===== config.mk =====
export PLATFORM = sky130hd
export DESIGN_NAME = ceq_term
export DESIGN_NICKNAME = d
export VERILOG_FILES = /design/src/design/contact_element_quadrature_defines.svh /design/src/design/ceq_pkg.sv /design/src/design/ceq_term.sv
export SDC_FILE = /design/constraint.sdc
export NUM_CORES = 2
export LEC_CHECK = 0
export BUFFER_PORTS_ARGS = -buffer_cell sky130_fd_sc_hd__buf_2
export CAP_MARGIN = 20
export CORE_ASPECT_RATIO = 1.5
export CORE_UTILIZATION = 55
export DETAILED_ROUTE_END_ITERATION = 10
export MAX_ROUTING_LAYER = met4
export PLACE_DENSITY = 0.77
export SLEW_MARGIN = 25
export SYNTH_ARGS = -nofsm -noshare
export SYNTH_HDL_FRONTEND = slang
export SYNTH_SLANG_ARGS = --single-unit

===== constraint.sdc =====
create_clock -name clk -period 26.2 [get_ports clk]
set_clock_uncertainty 0.1 [all_clocks]
set_input_delay 5.24 -clock clk [delete_from_list [all_inputs] [get_ports clk]]
set_output_delay 5.24 -clock clk [all_outputs]
set_load 0.02 [all_outputs]

===== src/design/contact_element_quadrature_defines.svh =====
// Assertion macros used by the contact element quadrature engine.
`ifndef CONTACT_ELEMENT_QUADRATURE_DEFINES_SVH
`define CONTACT_ELEMENT_QUADRATURE_DEFINES_SVH

`ifndef ASSERT_OFF
`define CEQ_ASSERT(label, clk, rst, prop) \
  label: assert property (@(posedge clk) disable iff (rst) prop) \
    else $error("ceq check failed");
`define CEQ_ASSERT_ALWAYS(label, clk, prop) \
  label: assert property (@(posedge clk) prop) \
    else $error("ceq check failed");
`else
`define CEQ_ASSERT(label, clk, rst, prop)
`define CEQ_ASSERT_ALWAYS(label, clk, prop)
`endif

`endif


===== src/design/ceq_pkg.sv =====
package ceq_pkg;

  localparam int MAX_QUAD_DEF       = 8;
  localparam int MAX_SIDE_NODES_DEF = 8;
  localparam int MAX_EQU_DEF        = 4;
  localparam int MAX_COMP_DEF       = 4;

  localparam int VAL_W    = 32;
  localparam int MAG_W    = 128;
  localparam int TERM_W   = 129;
  localparam int ACC_W    = 132;
  localparam int RND_POS  = 47;
  localparam int FRAC_SH  = 48;
  localparam int CFG_IDX_W  = 3;
  localparam int CFG_DATA_W = 4;

  localparam logic [VAL_W-1:0] ONE_Q16 = 32'h0001_0000;
  localparam logic [VAL_W-1:0] SAT_POS = 32'h7FFF_FFFF;
  localparam logic [VAL_W-1:0] SAT_NEG = 32'h8000_0000;

  localparam logic [2:0] FUNC_SHAPE  = 3'd0;
  localparam logic [2:0] FUNC_WEIGHT = 3'd1;
  localparam logic [2:0] FUNC_D      = 3'd2;
  localparam logic [2:0] FUNC_Y      = 3'd3;
  localparam logic [2:0] FUNC_MAT    = 3'd4;
  localparam logic [2:0] FUNC_RHS    = 3'd5;

  localparam logic [CFG_IDX_W-1:0] REG_QUAD  = 3'd0;
  localparam logic [CFG_IDX_W-1:0] REG_SIDE  = 3'd1;
  localparam logic [CFG_IDX_W-1:0] REG_EQU   = 3'd2;
  localparam logic [CFG_IDX_W-1:0] REG_COMP  = 3'd3;
  localparam logic [CFG_IDX_W-1:0] REG_DPP   = 3'd4;
  localparam logic [CFG_IDX_W-1:0] REG_YPP   = 3'd5;

  function automatic logic [VAL_W-1:0] mag32(input logic [VAL_W-1:0] v);
    return v[VAL_W-1] ? (~v + 32'd1) : v;
  endfunction

endpackage


===== src/design/ceq_term.sv =====
module ceq_term import ceq_pkg::*; (
  input  logic                     clk,
  input  logic                     rst,
  input  logic                     start,
  input  logic [VAL_W-1:0]         a,
  input  logic [VAL_W-1:0]         b,
  input  logic [VAL_W-1:0]         c,
  input  logic [VAL_W-1:0]         d,
  output logic                     done,
  output logic signed [TERM_W-1:0] term
);

  typedef enum logic [4:0] {
    T_IDLE  = 5'b00001,
    T_MUL   = 5'b00010,
    T_DRAIN = 5'b00100,
    T_SIGN  = 5'b01000,
    T_DONE  = 5'b10000
  } tstate_t;

  tstate_t state;
  logic [MAG_W-1:0] src;
  logic [MAG_W-1:0] part;
  logic [MAG_W-1:0] mag;
  logic [VAL_W-1:0] fac [3];
  logic [63:0]      prod;
  logic             prod_v;
  logic [1:0]       prod_sh;
  logic [1:0]       i;
  logic [1:0]       j;
  logic             neg;
  logic [MAG_W-1:0] prod_shifted;
  logic [MAG_W-1:0] sum;

  assign prod_shifted = MAG_W'(prod) << {prod_sh, 5'b0};
  assign sum          = part + prod_shifted;
  assign done         = (state == T_DONE);

  always_ff @(posedge clk) begin
    if (rst) begin
      state  <= T_IDLE;
      prod_v <= 1'b0;
    end else begin
      case (state)
        T_IDLE: begin
          if (start) begin
            src    <= MAG_W'(mag32(a));
            fac[0] <= mag32(b);
            fac[1] <= mag32(c);
            fac[2] <= mag32(d);
            neg    <= a[VAL_W-1] ^ b[VAL_W-1] ^ c[VAL_W-1] ^ d[VAL_W-1];
            part   <= '0;
            prod_v <= 1'b0;
            i      <= 2'd0;
            j      <= 2'd0;
            state  <= T_MUL;
          end
        end
        T_MUL: begin
          prod    <= 64'(src[32*i +: 32]) * 64'(fac[j]);
          prod_sh <= i;
          prod_v  <= 1'b1;
          if (prod_v) begin
            part <= sum;
          end
          if (i == j) begin
            state <= T_DRAIN;
          end else begin
            i <= i + 2'd1;
          end
        end
        T_DRAIN: begin
          prod_v <= 1'b0;
          if (j == 2'd2) begin
            mag   <= sum;
            state <= T_SIGN;
          end else begin
            src   <= sum;
            part  <= '0;
            j     <= j + 2'd1;
            i     <= 2'd0;
            state <= T_MUL;
          end
        end
        T_SIGN: begin
          term  <= neg ? (TERM_W'(0) - {1'b0, mag}) : {1'b0, mag};
          state <= T_DONE;
        end
        T_DONE: begin
          state <= T_IDLE;
        end
        default: begin
          state <= T_IDLE;
        end
      endcase
    end
  end

endmodule


* Word-level counts from Yosys, hierarchy flattened
Memories as Yosys holds them, arrays and structs flattened. A register that Yosys moved wholly into a read port is not among the register bits.
Index checks and enable logic that the tools add are counted.
W data, S select, Z words.
** Operators by class
- Add/subtract/negate cells :: 8
- Multipliers :: 1
- Equal/unequal tests :: 12
- Shifts and indexed selects :: 2
- Muxes and demuxes :: 29
- Bitwise operators :: 8
- Reduce and logical (&&, ||, !) cells :: 11
** Operator list (count)
- $mux W128 :: 6
- $pmux W128 S3 :: 1
- $pmux W128 S2 :: 1
- $sub A1 B128 Y129 const A :: 1
- $add A128 B128 Y128 :: 1
- $add A32 B1 Y32 const B :: 4
- $mux W32 :: 4
- $not A32 Y32 :: 4
- $shiftx A128 B8 Y32 :: 1
- $shl A64 B7 Y128 :: 1
- $mul A32 B32 Y64 :: 1
- $pmux W5 S4 :: 1
- $mux W2 :: 5
- $mux W5 :: 2
- $ne A2 B2 Y1 const B :: 5
- $reduce_and A5 Y1 :: 2
- $reduce_and A2 Y1 :: 4
- $pmux W2 S3 :: 1
- $reduce_and A3 Y1 :: 2
- $eq A5 B1 Y1 const B :: 1
- $eq A5 B2 Y1 const B :: 1
- $eq A5 B3 Y1 const B :: 1
- $eq A5 B4 Y1 const B :: 1
- $eq A5 B5 Y1 const B :: 1
- other kinds (12) :: 19
** Word-level totals
- Flip-flop bits (word level) :: 590
- RAM bits :: 96
- Input bits :: 131
- Word-level logic and storage cells :: 84
- Memories :: 1
** Memory list
- fac :: depth 3, width 32, rd ports 1, clocked after Yosys merged registers in 1, write ports 3, line ceq_term.sv:25 : logic [VAL_W-1:0] fac [3];

* Longest topological paths before layout
- Word-level depth :: 5
- Depth in mapped cells :: 37

* Least setup slack after synthesis
Ideal clock, no wire load.
- Kind :: input to register
- Start :: in rst
- End :: reg state[0]
- Library setup time :: 0.693 ns
- Data arrival time :: 19.306 ns
- Setup slack :: 6.101 ns
- Stages on the path :: 3
- Buffers on the path :: 1
- Cell sequence :: clkbuf_1 -> nor4b_1 -> o22ai_1
** RTL lines
- from (decl) :: line ceq_term.sv:3 : input logic rst,
- to (signal assigned) :: line ceq_term.sv:41 : state <= T_IDLE;
- to (signal assigned) :: line ceq_term.sv:56 : state <= T_MUL;
- to (signal assigned) :: line ceq_term.sv:67 : state <= T_DRAIN;
- to (decl) :: line ceq_term.sv:21 : tstate_t state;

* Worst setup path in the final report
- Start :: reg i[0]
- End :: reg prod[61], data pin
** On the way
- Word-level cells in the longest chain between the ends :: 2
** RTL lines
- from (decl) :: line ceq_term.sv:29 : logic [1:0] i;
- from (signal assigned) :: line ceq_term.sv:69 : i <= i + 2'd1;
- $shiftx A128 B8 Y32 :: line ceq_term.sv:60 : prod <= 64'(src[32*i +: 32]) * 64'(fac[j]);
- $mul A32 B32 Y64 :: line ceq_term.sv:60
- to (signal assigned) :: line ceq_term.sv:60
- to (decl) :: line ceq_term.sv:26 : logic [63:0] prod;
No other way between the ends.
A chain may end at the register's enable or synchronous reset.

==> results.tsv <==
metric	value	unit
status	finished clean	
antenna_found_initial	23	
hold_buffers	0	
yosys_most_used_dff	edfxtp_1	
final_cell_mix	inv_1, nor2_1, fa_1, nand2_1, edfxtp_1	
synth_seq_area_share	0.286	
routedWlPerCell	29.4	µm
syn_inst	7550	
detail-route-antenna-nets	0	
syn2layout_area_growth	8.07	%
slowest_stage	o21ai_4	
crit_arrival	11.67	ns
routabilityCongestion	1.07	
fmax	88.6	MHz
io_buffers	260	
coreArea	130000	µm²
critPathTopFamily	adder cells	
cts_root_buf	clkbuf_16	
fillerInstances	11200	
fin_crit_sh	0.431	
fin_util	0.598	
synthTopCellsByArea	edfxtp_1, fa_1, ha_1	
clk_pin_slew	0.07	ns
critPathMaxFanout	43	
rsz0062_at_grt	no	
worst-path-buf-inv	8	
rows	162	
ys_async_sr_fraction	0	
reg2reg_depth	31	
required	26.59	ns
cp_common_cell	fa_1	
crit_cells	31	
synth_warnings	0	
dr.pass1.iters	6	
clock_latency	0.73	ns
synth-xor-area-share	0.0527	
synth_seq_cells	688	
drc	0	
track_usage	0.436	
clock_path_buffers	3	
cts_setup_buffers	0	
holdPathStages	2	
synthMuxAreaShare	0.0196	
synthAdderAreaFrac	0.319	
grt_pass1_wl	400000	µm
netlist_area	71900	µm²
synth_cell_types	79	
synthesis.nets	8974	
cpPeakStageDelay	0.81	ns
synth.avg_cell_area	9.53	µm²
setup_tns	0	ns
start_util	0.554	
dieWidth	297	µm
synth_top_family_by_area	adder cells	
cp-end-kind	register	
cts_max_level	3	
drv_slew	0	
synth_compound_area_frac	0.0993	
tightestPinTransition	1.19	ns
io_pins	261	
cp-start-kind	register	
grt_max_degree	78	
drt-vias-per-instance	6.15	
grt_pass1_vias	60400	
timing.final.crit_period	11.28	ns
synth_top_area_cell	edfxtp_1	
synthSimpleGateAreaFrac	0.146	
die_h	445	µm
synth_top_area_share	0.284	
cts_resized	0	
drt_wl_total	278000	µm
setup_viol	0	
drtIter0Drc	5201	
clock-sinks	688	
cts_buffers	71	
cap_violations	0	
hold_viol	0	
synth_edf_count	680	
criticalPathCategory	reg -> reg	
holdCritPathClass	reg -> reg	
slew_headroom	0.208	
via_count	58000	
final_common_cell	inv_1	
nNetsFinal	9070	
place_hpwl	222000	µm
die-area	132000	µm²
cts_tree	yes	
drive_above_1_share	0.0854	
grt_overflow	0	
[state kept, by name (all words and copies together), names as in the netlist, named ones only]
signal and flops:
fac 96, i 2, j 2, mag 128
neg 1, part 128, prod 64, prod_sh 2
prod_v 1, src 128, state 5, term 129
[metrics by stage]
stage	std cells	worst slack (ns)	hold WS, ns	cell area [µm²]
final	9444	14.92	0.392	77700
after global routing	9441	14.44	0.419	77700
after CTS	9424	14.88	0.395	77700
after detailed placement	9295	14.98	0.387	75300
after global placement	9294	15.01	0.382	75300
after floorplan	7550	6.10	0.324	71900
[cells by family (layout without fill, tap and decap cells)]
group	count (synthesis)	count (layout)
XOR/XNOR	433	433
multiplexers	135	135
AO/OA/AOI/OAI	1123	1123
other	0	20
AND/OR/NAND/NOR	2384	2384
flip-flops	688	688
buffers and inverters	1494	1646
adder cells (fa/ha/maj)	1293	1293
[cell usage after synthesis (22+ instances only)]
cell      instances
o41ai_1          41
or3_1            51
ha_1            396
nor2b_1          48
nand3_1          55
or4_1            52
o21ai_1          37
nand4_1          78
clkbuf_1        358
a21o_1          125
xnor2_1         333
nand2_1         768
fa_1            897
xor2_1          100
o21a_1           77
or2_2            23
and2_1           74
and3_1           22
nor4_1           28
a31oi_1          44
mux2_2           34
mux2i_1         100
o31ai_1          67
edfxtp_1        680
a22o_1           32
inv_1          1116
nor2_1         1012
nor3_1           74
o21ai_0         283
a21oi_1         263
o21bai_1         41
nand2b_1         49
[final cells by class]
| class | count | area [µm²] | area share |
|---|---|---|---|
| Clock buffer | 84 | 1850 | 0.0238 |
| Clock inverter | 45 | 529 | 0.00681 |
| Sequential cell | 688 | 20600 | 0.265 |
| Tap cell | 1722 | 2150 | 0.0277 |
| Timing Repair Buffer | 401 | 2360 | 0.0304 |
| Multi-Input combinational cell | 5368 | 46000 | 0.592 |
| Antenna cell | 20 | 50.0 | 0.000644 |
| Inverter | 1116 | 4190 | 0.0539 |
[layer usage]
metal	wire, µm	vias up	GRT usage
met1	89200	28600	0.438
li1	-	24900	-
met4	33800	0	0.420
met3	21000	1296	0.0749
met5	0	-	-
met2	134000	3227	0.716
[tightest hold or removal path, cell delays in order, from the launching register on]
cell	delay, ns
dfxtp_1	0.31
o211ai_1	0.07
a21oi_1	0.06
[final timing paths]
path	from	to	slack, ns
max	i[0]$_SDFFCE_PN0P_	prod[61]$_DFFE_PP_	14.92
min reg2reg	prod_v$_SDFFE_PP0P_	prod_v$_SDFFE_PP0P_	0.39
max reg2reg	i[0]$_SDFFCE_PN0P_	prod[61]$_DFFE_PP_	14.92
min	prod_v$_SDFFE_PP0P_	prod_v$_SDFFE_PP0P_	0.39
Power is not shown: default switching activity piles up to over one toggle a cycle in this logic, so the estimate is an artifact.
